--- src/rtl/r2h_pkg.sv ---
// ----------------------------------------------------------------------------
// r2h_pkg: shared types and constants for the RGB to HSV converter
// Field widths, hue sector offsets and the stage payload structs.
// ----------------------------------------------------------------------------
package r2h_pkg;

  localparam int CH_W   = 8;   // colour channel width
  localparam int HUE_W  = 15;  // hue width, 1/64 degree units
  localparam int Q_W    = 12;  // quotient bits of both divisions
  localparam int DIVD_W = 20;  // dividend width, 8 bit head plus Q_W tail
  localparam int STEP_N = 4;   // quotient bits resolved per divider stage

  localparam logic [DIVD_W-1:0] HUE_SECTOR = 20'd3840;
  localparam logic [DIVD_W-1:0] SAT_SCALE  = 20'd255;

  localparam logic [15:0] HUE_OFS_RED   = 16'd0;
  localparam logic [15:0] HUE_OFS_GREEN = 16'd7680;
  localparam logic [15:0] HUE_OFS_BLUE  = 16'd15360;
  localparam logic [15:0] HUE_FULL      = 16'd23040;

  localparam logic [1:0] SECT_RED   = 2'd0;
  localparam logic [1:0] SECT_GREEN = 2'd1;
  localparam logic [1:0] SECT_BLUE  = 2'd2;

  // after the range stage
  typedef struct packed {
    logic            grey;
    logic            neg;
    logic [1:0]      sector;
    logic [CH_W-1:0] mx;
    logic [CH_W-1:0] delta;
    logic [CH_W-1:0] absnum;
  } front_t;

  // divider lane: hue divides by delta, saturation by max
  typedef struct packed {
    logic            grey;
    logic            neg;
    logic [1:0]      sector;
    logic [CH_W-1:0] mx;
    logic [CH_W-1:0] delta;
    logic [CH_W-1:0] rem_h;
    logic [CH_W-1:0] rem_s;
    logic [Q_W-1:0]  xh;
    logic [Q_W-1:0]  xs;
    logic [Q_W-1:0]  qh;
    logic [Q_W-1:0]  qs;
  } div_t;

endpackage

--- src/rtl/r2h_if.sv ---
// ----------------------------------------------------------------------------
// r2h_if: request channels of the RGB to HSV converter
// Pixel channel in, HSV channel out, each with valid/ready.
// ----------------------------------------------------------------------------
interface r2h_pix_if;
  logic                     valid;
  logic                     ready;
  logic [r2h_pkg::CH_W-1:0] red;
  logic [r2h_pkg::CH_W-1:0] green;
  logic [r2h_pkg::CH_W-1:0] blue;

  modport source (output valid, red, green, blue, input ready);
  modport sink   (input valid, red, green, blue, output ready);
endinterface

interface r2h_hsv_if;
  logic                      valid;
  logic                      ready;
  logic [r2h_pkg::HUE_W-1:0] hue;
  logic [r2h_pkg::CH_W-1:0]  saturation;
  logic [r2h_pkg::CH_W-1:0]  brightness;
  logic                      grey;

  modport source (output valid, hue, saturation, brightness, grey, input ready);
  modport sink   (input valid, hue, saturation, brightness, grey, output ready);
endinterface

--- src/rtl/r2h_front.sv ---
// ----------------------------------------------------------------------------
// r2h_front: range and dividend stages
// Finds max, min, delta and hue sector, then forms both dividends.
// ----------------------------------------------------------------------------
module r2h_front (
  input  logic                      clk,
  input  logic                      rst,
  input  logic                      in_valid,
  output logic                      in_ready,
  input  logic [r2h_pkg::CH_W-1:0]  red,
  input  logic [r2h_pkg::CH_W-1:0]  green,
  input  logic [r2h_pkg::CH_W-1:0]  blue,
  output logic                      out_valid,
  input  logic                      out_ready,
  output r2h_pkg::div_t             out_data
);

  logic             v1;
  r2h_pkg::front_t  s1;
  r2h_pkg::front_t  s1_next;
  logic             ready2;
  r2h_pkg::div_t    s2_next;

  logic [r2h_pkg::CH_W-1:0]   mx;
  logic [r2h_pkg::CH_W-1:0]   mn;
  logic [r2h_pkg::CH_W:0]     diff;
  logic [r2h_pkg::DIVD_W-1:0] hx;
  logic [r2h_pkg::DIVD_W-1:0] sx;

  assign ready2   = !out_valid || out_ready;
  assign in_ready = !v1 || ready2;

  always_comb begin
    mx = red;
    mn = red;
    if (green > mx) mx = green;
    if (blue > mx)  mx = blue;
    if (green < mn) mn = green;
    if (blue < mn)  mn = blue;

    // red wins ties, then green
    priority if (red >= mx) begin
      diff             = {1'b0, green} - {1'b0, blue};
      s1_next.sector   = r2h_pkg::SECT_RED;
    end else if (green >= mx) begin
      diff             = {1'b0, blue} - {1'b0, red};
      s1_next.sector   = r2h_pkg::SECT_GREEN;
    end else begin
      diff             = {1'b0, red} - {1'b0, green};
      s1_next.sector   = r2h_pkg::SECT_BLUE;
    end

    s1_next.mx     = mx;
    s1_next.delta  = mx - mn;
    s1_next.grey   = (mx == mn);
    s1_next.neg    = diff[r2h_pkg::CH_W];
    s1_next.absnum = diff[r2h_pkg::CH_W] ? 8'(-diff) : diff[r2h_pkg::CH_W-1:0];
  end

  always_comb begin
    hx = {12'd0, s1.absnum} * r2h_pkg::HUE_SECTOR;
    sx = {12'd0, s1.delta} * r2h_pkg::SAT_SCALE;
    s2_next.grey   = s1.grey;
    s2_next.neg    = s1.neg;
    s2_next.sector = s1.sector;
    s2_next.mx     = s1.mx;
    s2_next.delta  = s1.delta;
    // dividend heads already lie below their divisors
    s2_next.rem_h  = hx[r2h_pkg::DIVD_W-1:r2h_pkg::Q_W];
    s2_next.rem_s  = sx[r2h_pkg::DIVD_W-1:r2h_pkg::Q_W];
    s2_next.xh     = hx[r2h_pkg::Q_W-1:0];
    s2_next.xs     = sx[r2h_pkg::Q_W-1:0];
    s2_next.qh     = '0;
    s2_next.qs     = '0;
  end

  always_ff @(posedge clk) begin
    if (rst) begin
      v1        <= 1'b0;
      out_valid <= 1'b0;
    end else begin
      if (in_ready) v1 <= in_valid;
      if (ready2)   out_valid <= v1;
    end
  end

  always_ff @(posedge clk) begin
    if (in_ready && in_valid) s1 <= s1_next;
    if (ready2 && v1)         out_data <= s2_next;
  end

endmodule

--- src/rtl/r2h_div_stage.sv ---
// ----------------------------------------------------------------------------
// r2h_div_stage: one stage of the restoring divider lane
// Resolves four quotient bits of the hue and saturation divisions.
// ----------------------------------------------------------------------------
module r2h_div_stage (
  input  logic          clk,
  input  logic          rst,
  input  logic          in_valid,
  output logic          in_ready,
  input  r2h_pkg::div_t in_data,
  output logic          out_valid,
  input  logic          out_ready,
  output r2h_pkg::div_t out_data
);

  r2h_pkg::div_t nxt;
  logic [r2h_pkg::CH_W:0] trial_h;
  logic [r2h_pkg::CH_W:0] trial_s;

  assign in_ready = !out_valid || out_ready;

  always_comb begin
    nxt     = in_data;
    trial_h = '0;
    trial_s = '0;
    for (int i = 0; i < r2h_pkg::STEP_N; i++) begin
      trial_h = {nxt.rem_h, nxt.xh[r2h_pkg::Q_W-1]};
      trial_s = {nxt.rem_s, nxt.xs[r2h_pkg::Q_W-1]};
      nxt.xh  = {nxt.xh[r2h_pkg::Q_W-2:0], 1'b0};
      nxt.xs  = {nxt.xs[r2h_pkg::Q_W-2:0], 1'b0};
      if (trial_h >= {1'b0, nxt.delta}) begin
        trial_h = trial_h - {1'b0, nxt.delta};
        nxt.qh  = {nxt.qh[r2h_pkg::Q_W-2:0], 1'b1};
      end else begin
        nxt.qh  = {nxt.qh[r2h_pkg::Q_W-2:0], 1'b0};
      end
      if (trial_s >= {1'b0, nxt.mx}) begin
        trial_s = trial_s - {1'b0, nxt.mx};
        nxt.qs  = {nxt.qs[r2h_pkg::Q_W-2:0], 1'b1};
      end else begin
        nxt.qs  = {nxt.qs[r2h_pkg::Q_W-2:0], 1'b0};
      end
      nxt.rem_h = trial_h[r2h_pkg::CH_W-1:0];
      nxt.rem_s = trial_s[r2h_pkg::CH_W-1:0];
    end
  end

  always_ff @(posedge clk) begin
    if (rst) begin
      out_valid <= 1'b0;
    end else if (in_ready) begin
      out_valid <= in_valid;
    end
  end

  always_ff @(posedge clk) begin
    if (in_ready && in_valid) out_data <= nxt;
  end

`ifndef SYNTHESIS
  a_rem_h_below_divisor: assert property (@(posedge clk) disable iff (rst)
    out_valid && !out_data.grey |-> out_data.rem_h < out_data.delta)
    else $error("hue remainder not below delta");

  a_rem_s_below_divisor: assert property (@(posedge clk) disable iff (rst)
    out_valid && !out_data.grey |-> out_data.rem_s < out_data.mx)
    else $error("saturation remainder not below max");
`endif

endmodule

--- src/rtl/r2h_hue_fix.sv ---
// ----------------------------------------------------------------------------
// r2h_hue_fix: hue sign, sector offset and output register
// Floors negative hue quotients, adds the sector offset and wraps.
// ----------------------------------------------------------------------------
module r2h_hue_fix (
  input  logic                       clk,
  input  logic                       rst,
  input  logic                       in_valid,
  output logic                       in_ready,
  input  r2h_pkg::div_t              in_data,
  output logic                       out_valid,
  input  logic                       out_ready,
  output logic [r2h_pkg::HUE_W-1:0]  hue,
  output logic [r2h_pkg::CH_W-1:0]   saturation,
  output logic [r2h_pkg::CH_W-1:0]   brightness,
  output logic                       grey
);

  logic [r2h_pkg::Q_W:0] qmag;
  logic [15:0]           ofs;
  logic [15:0]           hsum;
  logic [15:0]           hwrap;
  logic [r2h_pkg::HUE_W-1:0] hue_next;
  logic [r2h_pkg::CH_W-1:0]  sat_next;

  assign in_ready = !out_valid || out_ready;

  always_comb begin
    unique case (in_data.sector)
      r2h_pkg::SECT_RED:   ofs = r2h_pkg::HUE_OFS_RED;
      r2h_pkg::SECT_GREEN: ofs = r2h_pkg::HUE_OFS_GREEN;
      r2h_pkg::SECT_BLUE:  ofs = r2h_pkg::HUE_OFS_BLUE;
      default:             ofs = r2h_pkg::HUE_OFS_RED;
    endcase
    // a negative numerator with a remainder floors one further down
    qmag  = {1'b0, in_data.qh} + {12'd0, (in_data.neg && (in_data.rem_h != '0))};
    hsum  = (in_data.neg ? (16'd0 - {3'd0, qmag}) : {3'd0, qmag}) + ofs;
    hwrap = hsum[15] ? (hsum + r2h_pkg::HUE_FULL) : hsum;
    hue_next = in_data.grey ? '0 : hwrap[r2h_pkg::HUE_W-1:0];
    sat_next = in_data.grey ? '0 : in_data.qs[r2h_pkg::CH_W-1:0];
  end

  always_ff @(posedge clk) begin
    if (rst) begin
      out_valid <= 1'b0;
    end else if (in_ready) begin
      out_valid <= in_valid;
    end
  end

  always_ff @(posedge clk) begin
    if (in_ready && in_valid) begin
      hue        <= hue_next;
      saturation <= sat_next;
      brightness <= in_data.mx;
      grey       <= in_data.grey;
    end
  end

endmodule

--- src/rtl/rgb_to_hsv_converter_unit.sv ---
// ----------------------------------------------------------------------------
// rgb_to_hsv_converter_unit: pipelined RGB to HSV converter
// One pixel in, one hue/saturation/brightness result out.
// ----------------------------------------------------------------------------
//  channel | dir | payload                                   | handshake
//  pix     | in  | red[7:0] green[7:0] blue[7:0]             | valid/ready
//  hsv     | out | hue[14:0] saturation[7:0] brightness[7:0] | valid/ready
//          |     | grey                                      |
//
// Six register stages: range, dividend, three divider stages of four
// quotient bits each, and the output register. A result moves through
// them in that order; one request per cycle is taken unless hsv.ready stalls.
// Each stage holds its own valid bit and loads whenever it is empty or
// its successor moves, so a stall fills bubbles before pix.ready drops.
// Synchronous reset clears the valid bits only.
// ----------------------------------------------------------------------------
module rgb_to_hsv_converter_unit (
  input  logic       clk,
  input  logic       rst,
  r2h_pix_if.sink    pix,
  r2h_hsv_if.source  hsv
);

  logic          fr_valid;
  logic          d1_ready;
  r2h_pkg::div_t fr_data;
  logic          d1_valid;
  logic          d2_ready;
  r2h_pkg::div_t d1_data;
  logic          d2_valid;
  logic          d3_ready;
  r2h_pkg::div_t d2_data;
  logic          d3_valid;
  logic          hf_ready;
  r2h_pkg::div_t d3_data;

  r2h_front u_front (
    .clk       (clk),
    .rst       (rst),
    .in_valid  (pix.valid),
    .in_ready  (pix.ready),
    .red       (pix.red),
    .green     (pix.green),
    .blue      (pix.blue),
    .out_valid (fr_valid),
    .out_ready (d1_ready),
    .out_data  (fr_data)
  );

  r2h_div_stage u_div1 (
    .clk       (clk),
    .rst       (rst),
    .in_valid  (fr_valid),
    .in_ready  (d1_ready),
    .in_data   (fr_data),
    .out_valid (d1_valid),
    .out_ready (d2_ready),
    .out_data  (d1_data)
  );

  r2h_div_stage u_div2 (
    .clk       (clk),
    .rst       (rst),
    .in_valid  (d1_valid),
    .in_ready  (d2_ready),
    .in_data   (d1_data),
    .out_valid (d2_valid),
    .out_ready (d3_ready),
    .out_data  (d2_data)
  );

  r2h_div_stage u_div3 (
    .clk       (clk),
    .rst       (rst),
    .in_valid  (d2_valid),
    .in_ready  (d3_ready),
    .in_data   (d2_data),
    .out_valid (d3_valid),
    .out_ready (hf_ready),
    .out_data  (d3_data)
  );

  r2h_hue_fix u_hue_fix (
    .clk        (clk),
    .rst        (rst),
    .in_valid   (d3_valid),
    .in_ready   (hf_ready),
    .in_data    (d3_data),
    .out_valid  (hsv.valid),
    .out_ready  (hsv.ready),
    .hue        (hsv.hue),
    .saturation (hsv.saturation),
    .brightness (hsv.brightness),
    .grey       (hsv.grey)
  );

`ifndef SYNTHESIS
  a_grey_zeroes: assert property (@(posedge clk) disable iff (rst)
    hsv.valid && hsv.grey |-> hsv.hue == '0 && hsv.saturation == '0)
    else $error("grey result with non-zero hue or saturation");

  a_hue_range: assert property (@(posedge clk) disable iff (rst)
    hsv.valid |-> hsv.hue < r2h_pkg::HUE_FULL[r2h_pkg::HUE_W-1:0])
    else $error("hue beyond full circle");

  a_black_is_grey: assert property (@(posedge clk) disable iff (rst)
    hsv.valid && hsv.brightness == '0 |-> hsv.grey)
    else $error("black pixel not flagged grey");

  a_bubble_takes_request: assert property (@(posedge clk) disable iff (rst)
    !d1_valid && !fr_valid |-> pix.ready)
    else $error("request refused with empty front stages");
`endif

endmodule
--- src/flat_wrapper.sv ---
// flat-port wrapper written by rule: the top's interface ports become plain ports
module rgb_to_hsv_converter_unit_flat 
  (clk, rst, pix_valid, pix_red, pix_green, pix_blue, pix_ready, hsv_valid, hsv_hue, hsv_saturation, hsv_brightness, hsv_grey, hsv_ready);
  r2h_pix_if pix_i ();
  r2h_hsv_if hsv_i ();
  input  logic clk;
  input  logic rst;
  input wire logic [$bits(pix_i.valid)-1:0] pix_valid;
  input wire logic [$bits(pix_i.red)-1:0] pix_red;
  input wire logic [$bits(pix_i.green)-1:0] pix_green;
  input wire logic [$bits(pix_i.blue)-1:0] pix_blue;
  output wire logic [$bits(pix_i.ready)-1:0] pix_ready;
  output wire logic [$bits(hsv_i.valid)-1:0] hsv_valid;
  output wire logic [$bits(hsv_i.hue)-1:0] hsv_hue;
  output wire logic [$bits(hsv_i.saturation)-1:0] hsv_saturation;
  output wire logic [$bits(hsv_i.brightness)-1:0] hsv_brightness;
  output wire logic [$bits(hsv_i.grey)-1:0] hsv_grey;
  input wire logic [$bits(hsv_i.ready)-1:0] hsv_ready;
  assign pix_i.valid = pix_valid;
  assign pix_i.red = pix_red;
  assign pix_i.green = pix_green;
  assign pix_i.blue = pix_blue;
  assign pix_ready = pix_i.ready;
  assign hsv_valid = hsv_i.valid;
  assign hsv_hue = hsv_i.hue;
  assign hsv_saturation = hsv_i.saturation;
  assign hsv_brightness = hsv_i.brightness;
  assign hsv_grey = hsv_i.grey;
  assign hsv_i.ready = hsv_ready;
  rgb_to_hsv_converter_unit u_core (.clk(clk), .rst(rst), .pix(pix_i), .hsv(hsv_i));
endmodule
--- config.mk ---
export PLATFORM = sky130hd
export DESIGN_NAME = rgb_to_hsv_converter_unit_flat
export DESIGN_NICKNAME = d
export VERILOG_FILES = /design/src/rtl/r2h_pkg.sv /design/src/rtl/r2h_if.sv /design/src/rtl/r2h_front.sv /design/src/rtl/r2h_div_stage.sv /design/src/rtl/r2h_hue_fix.sv /design/src/rtl/rgb_to_hsv_converter_unit.sv /design/src/flat_wrapper.sv
export SDC_FILE = /design/constraint.sdc
export NUM_CORES = 1
export LEC_CHECK = 0
export BUFFER_PORTS_ARGS = -buffer_cell sky130_fd_sc_hd__buf_2
export CORE_MARGIN = 2
export CORE_UTILIZATION = 50
export DETAILED_ROUTE_END_ITERATION = 8
export PLACE_DENSITY = 0.65
export SLEW_MARGIN = 5
export SYNTH_ARGS = -nofsm -noshare
export SYNTH_HDL_FRONTEND = slang
export SYNTH_SLANG_ARGS = --single-unit
--- constraint.sdc ---
create_clock -name clk -period 9.5 [get_ports clk]
set_clock_uncertainty 0.1 [all_clocks]
set_input_delay 1.425 -clock clk [delete_from_list [all_inputs] [get_ports clk]]
set_output_delay 1.425 -clock clk [all_outputs]
set_load 0.03 [all_outputs]
==> run metrics <==
Slew @ Worst Pin 1130 ps; I/O pin count 62; Final Hold Fails 0; Synth Area in Adders 0.225; MaxCap Viol Count 0; reg-to-reg endpoint u_core.u_div1.out_data[54]$_DFFE_PP_; crit start category flip-flop; post-synth cell types 85; drt pass-1 iters 7; cells on worst reg2reg path 37; layout cells sized above 1 0.118; Synth Cell Area 22,900 um^2; RSZ-0062 raised after global routing no; FMAX 112 MHz; remaining antenna violation count 0; antenna violations before repair 1; CTS clk-pin slew, worst paths 60 ps; hold endpoint u_core.u_hue_fix.brightness[1]$_DFFE_PP_; drt drc 0; delay-heaviest family, CP compound AO/OA/AOI/OAI gates; Die W 218 um; number of synthesized register bits 251; outcome complete, no violations; largest net degree at the start of global routing 52; Die Y 218 um; H-tree levels 1; mux cell area share after synthesis 0.0752; most used flip-flop cell after synthesis edfxtp_1; overall routed net length 49,900 um; CTS tree yes; Min Hold Slack 309 ps; top cells by count, synth ha_1 (309), inv_1 (258), edfxtp_1 (245), nor2_1 (163), o21ai_0 (141); Worst EP required 9690 ps; Synth Instances 2,289; Ys Warns 0; clk_lat worst skew 560 ps; gp weighted congestion 0.892; Num CTS Buffers 27; clk sinks 251; leading area contributor after synthesis edfxtp_1; Worst slew margin 0.243; GRT Util Overall 0.213; core area 45,300 um^2; Buf+Inv Stages, Crit Path 4; R2R Setup Slk 560 ps; vias in the first global route 16,968; Hold Path Stages 0; wire length per cell 16.6 um; std cell rows 78; min-delay worst type flip-flop to flip-flop; DIE AREA 47,600 um^2; XOR/XNOR share of the synthesized area 0.0653; final critical-path required period 8940 ps; Synth Area in Compound Gates 0.144; ant diodes 0; Seq/Total Area, Yosys 0.326; WP data arrival 9140 ps; Slew Limit Fails 0; Slowest-stage cell, CP a311o_2; initial drt markers 874; Avg Vias per Cell 5.61; number of enable flip-flop cells after synthesis 245; Largest stage delay, worst path 470 ps; GRT overflow 0; Critical Path Most Common Cell o21ai_0; dpl ws -35.0 ps; area delta synth->final 9.46%; I/O Buffers 61; final period utilization 0.941; CP Max Fanout 9; average cell area after synthesis 10.0 um^2; main combinational cell family by area after synthesis adder cells; Clock Tree Buf Depth 3; final setup violation count 0; Detailed Place HPWL 40,400 um; CP endpoint kind flip-flop; Initial Util 0.506; Post-Synth Simple-Gate Area 0.116; first-pass GRT wire length 83,100 um; hold_sp u_core.u_div3.out_data[73]$_DFFE_PP_; worst setup margin 556 ps; most common cell in the netlist ha_1; DR vias 16,812; syn nets 2,691; RR Startpoint u_core.u_front.out_data[35]$_DFFE_PP_; area share of the largest cell type after synthesis 0.321; root buf cell clkbuf_16; Nets 2,782; critical path class flip-flop to flip-flop; largest cells by area after synthesis edfxtp_1 (32%), ha_1 (17%), fa_1 (5.7%), xnor2_1 (4.6%), inv_1 (4.2%); asr flop ratio synth 0
-- timing repair --
action                                  4_1_cts  5_1_grt
gates resized for setup                       2       40
endpoints found under the setup margin        9       44
pin swaps                                     0        6
hold buffers                                  0        0
setup buffers                                 0       11
-- registers in the layout, indices dropped and copies added, names as in the netlist, 8 cells and up --
name,cells
u_core.u_hue_fix.brightness,8
u_core.u_div3.out_data,40
u_core.u_hue_fix.saturation,8
u_core.u_hue_fix.hue,15
u_core.u_front.out_data,47
u_core.u_front.s1,28
u_core.u_div2.out_data,51
u_core.u_div1.out_data,47
-- final cells by class --
class	instances	area (um^2)
flip-flops and latches	251	7480
fillers	4022	20200
multi-input cells	1747	14500
inverters	265	1000
well taps	600	751
clock buffers	34	712
clock inverters	13	130
repair buffers	88	508
-- layer usage --
layer,global-route usage,wire length [um],vias up
li1,-,-,8415
met1,0.285,23200,8038
met2,0.368,23800,294
met3,0.0259,1890,63
met4,0.0481,998,2
met5,0,13,-
-- kinds of logic (layout without fill, tap and decap cells) --
| family | Yosys count | count (layout) |
|---|---|---|
| flip-flops | 251 | 251 |
| buffers and inverters | 291 | 400 |
| multiplexers | 159 | 159 |
| adder cells (fa/ha/maj) | 374 | 374 |
| AO/OA/AOI/OAI | 509 | 509 |
| XOR/XNOR | 171 | 171 |
| AND/OR/NAND/NOR | 534 | 534 |
-- cell usage in the layout, fill, tap and decap left out, types with 9 or more instances in the layout --
master	instances
a31oi_1	10
o31ai_1	14
buf_4	27
ha_1	309
o21ai_0	132
a21o_1	39
and4_1	9
buf_2	61
nor3_1	39
nand4_1	28
o21a_1	29
a211oi_1	16
nand2_1	96
xnor2_1	120
o211ai_1	10
fa_1	65
o21bai_1	16
edfxtp_1	245
and2_1	13
nand2b_1	34
clkbuf_16	27
a21oi_1	132
xor2_1	51
or3_1	15
or2_2	12
a21boi_0	22
inv_1	254
o31a_1	14
nor2b_1	59
mux2_2	82
nand3_1	31
nor2_1	163
mux2i_1	65
-- worst register-to-register path, delay by kind of cell (launching register included) --
family / cells / cell delay (ps)
AND/OR/NAND/NOR: 3 / 350
AO/OA/AOI/OAI: 20 / 4320
multiplexers: 5 / 1660
adder cells (fa/ha/maj): 5 / 1430
flip-flops: 1 / 440
buffers and inverters: 4 / 400
-- worst max path at each step --
stage / slack [ps] / startpoint / cells after the start / endpoint
after floorplan: 910 / u_core.u_front.out_data[73]$_DFFE_PP_ / 40 / u_core.u_div1.out_data[49]$_DFFE_PP_
after global placement: 20 / u_core.u_div1.out_data[73]$_DFFE_PP_ / 37 / u_core.u_div2.out_data[54]$_DFFE_PP_
after detailed placement: -30 / u_core.u_div1.out_data[73]$_DFFE_PP_ / 37 / u_core.u_div2.out_data[55]$_DFFE_PP_
after CTS: 20 / u_core.u_div1.out_data[73]$_DFFE_PP_ / 37 / u_core.u_div2.out_data[52]$_DFFE_PP_
after global routing: 4 / u_core.u_div2.out_data[65]$_DFFE_PP_ / 35 / u_core.u_div3.out_data[61]$_DFFE_PP_
final: 560 / u_core.u_front.out_data[35]$_DFFE_PP_ / 37 / u_core.u_div1.out_data[54]$_DFFE_PP_
-- stage by stage --
stage,TNS [ps],utilization,area (um^2),std cells
global route,0,0.554,25100,2998
detailed placement,-196,0.531,24100,2940
global placement,0,0.531,24100,2940
finish,0,0.554,25100,2998
floorplan,0,-,22900,2289
CTS,0,0.550,24900,2987
Power is not shown: default switching activity piles up to over one toggle a cycle in this logic, so the estimate is an artifact.
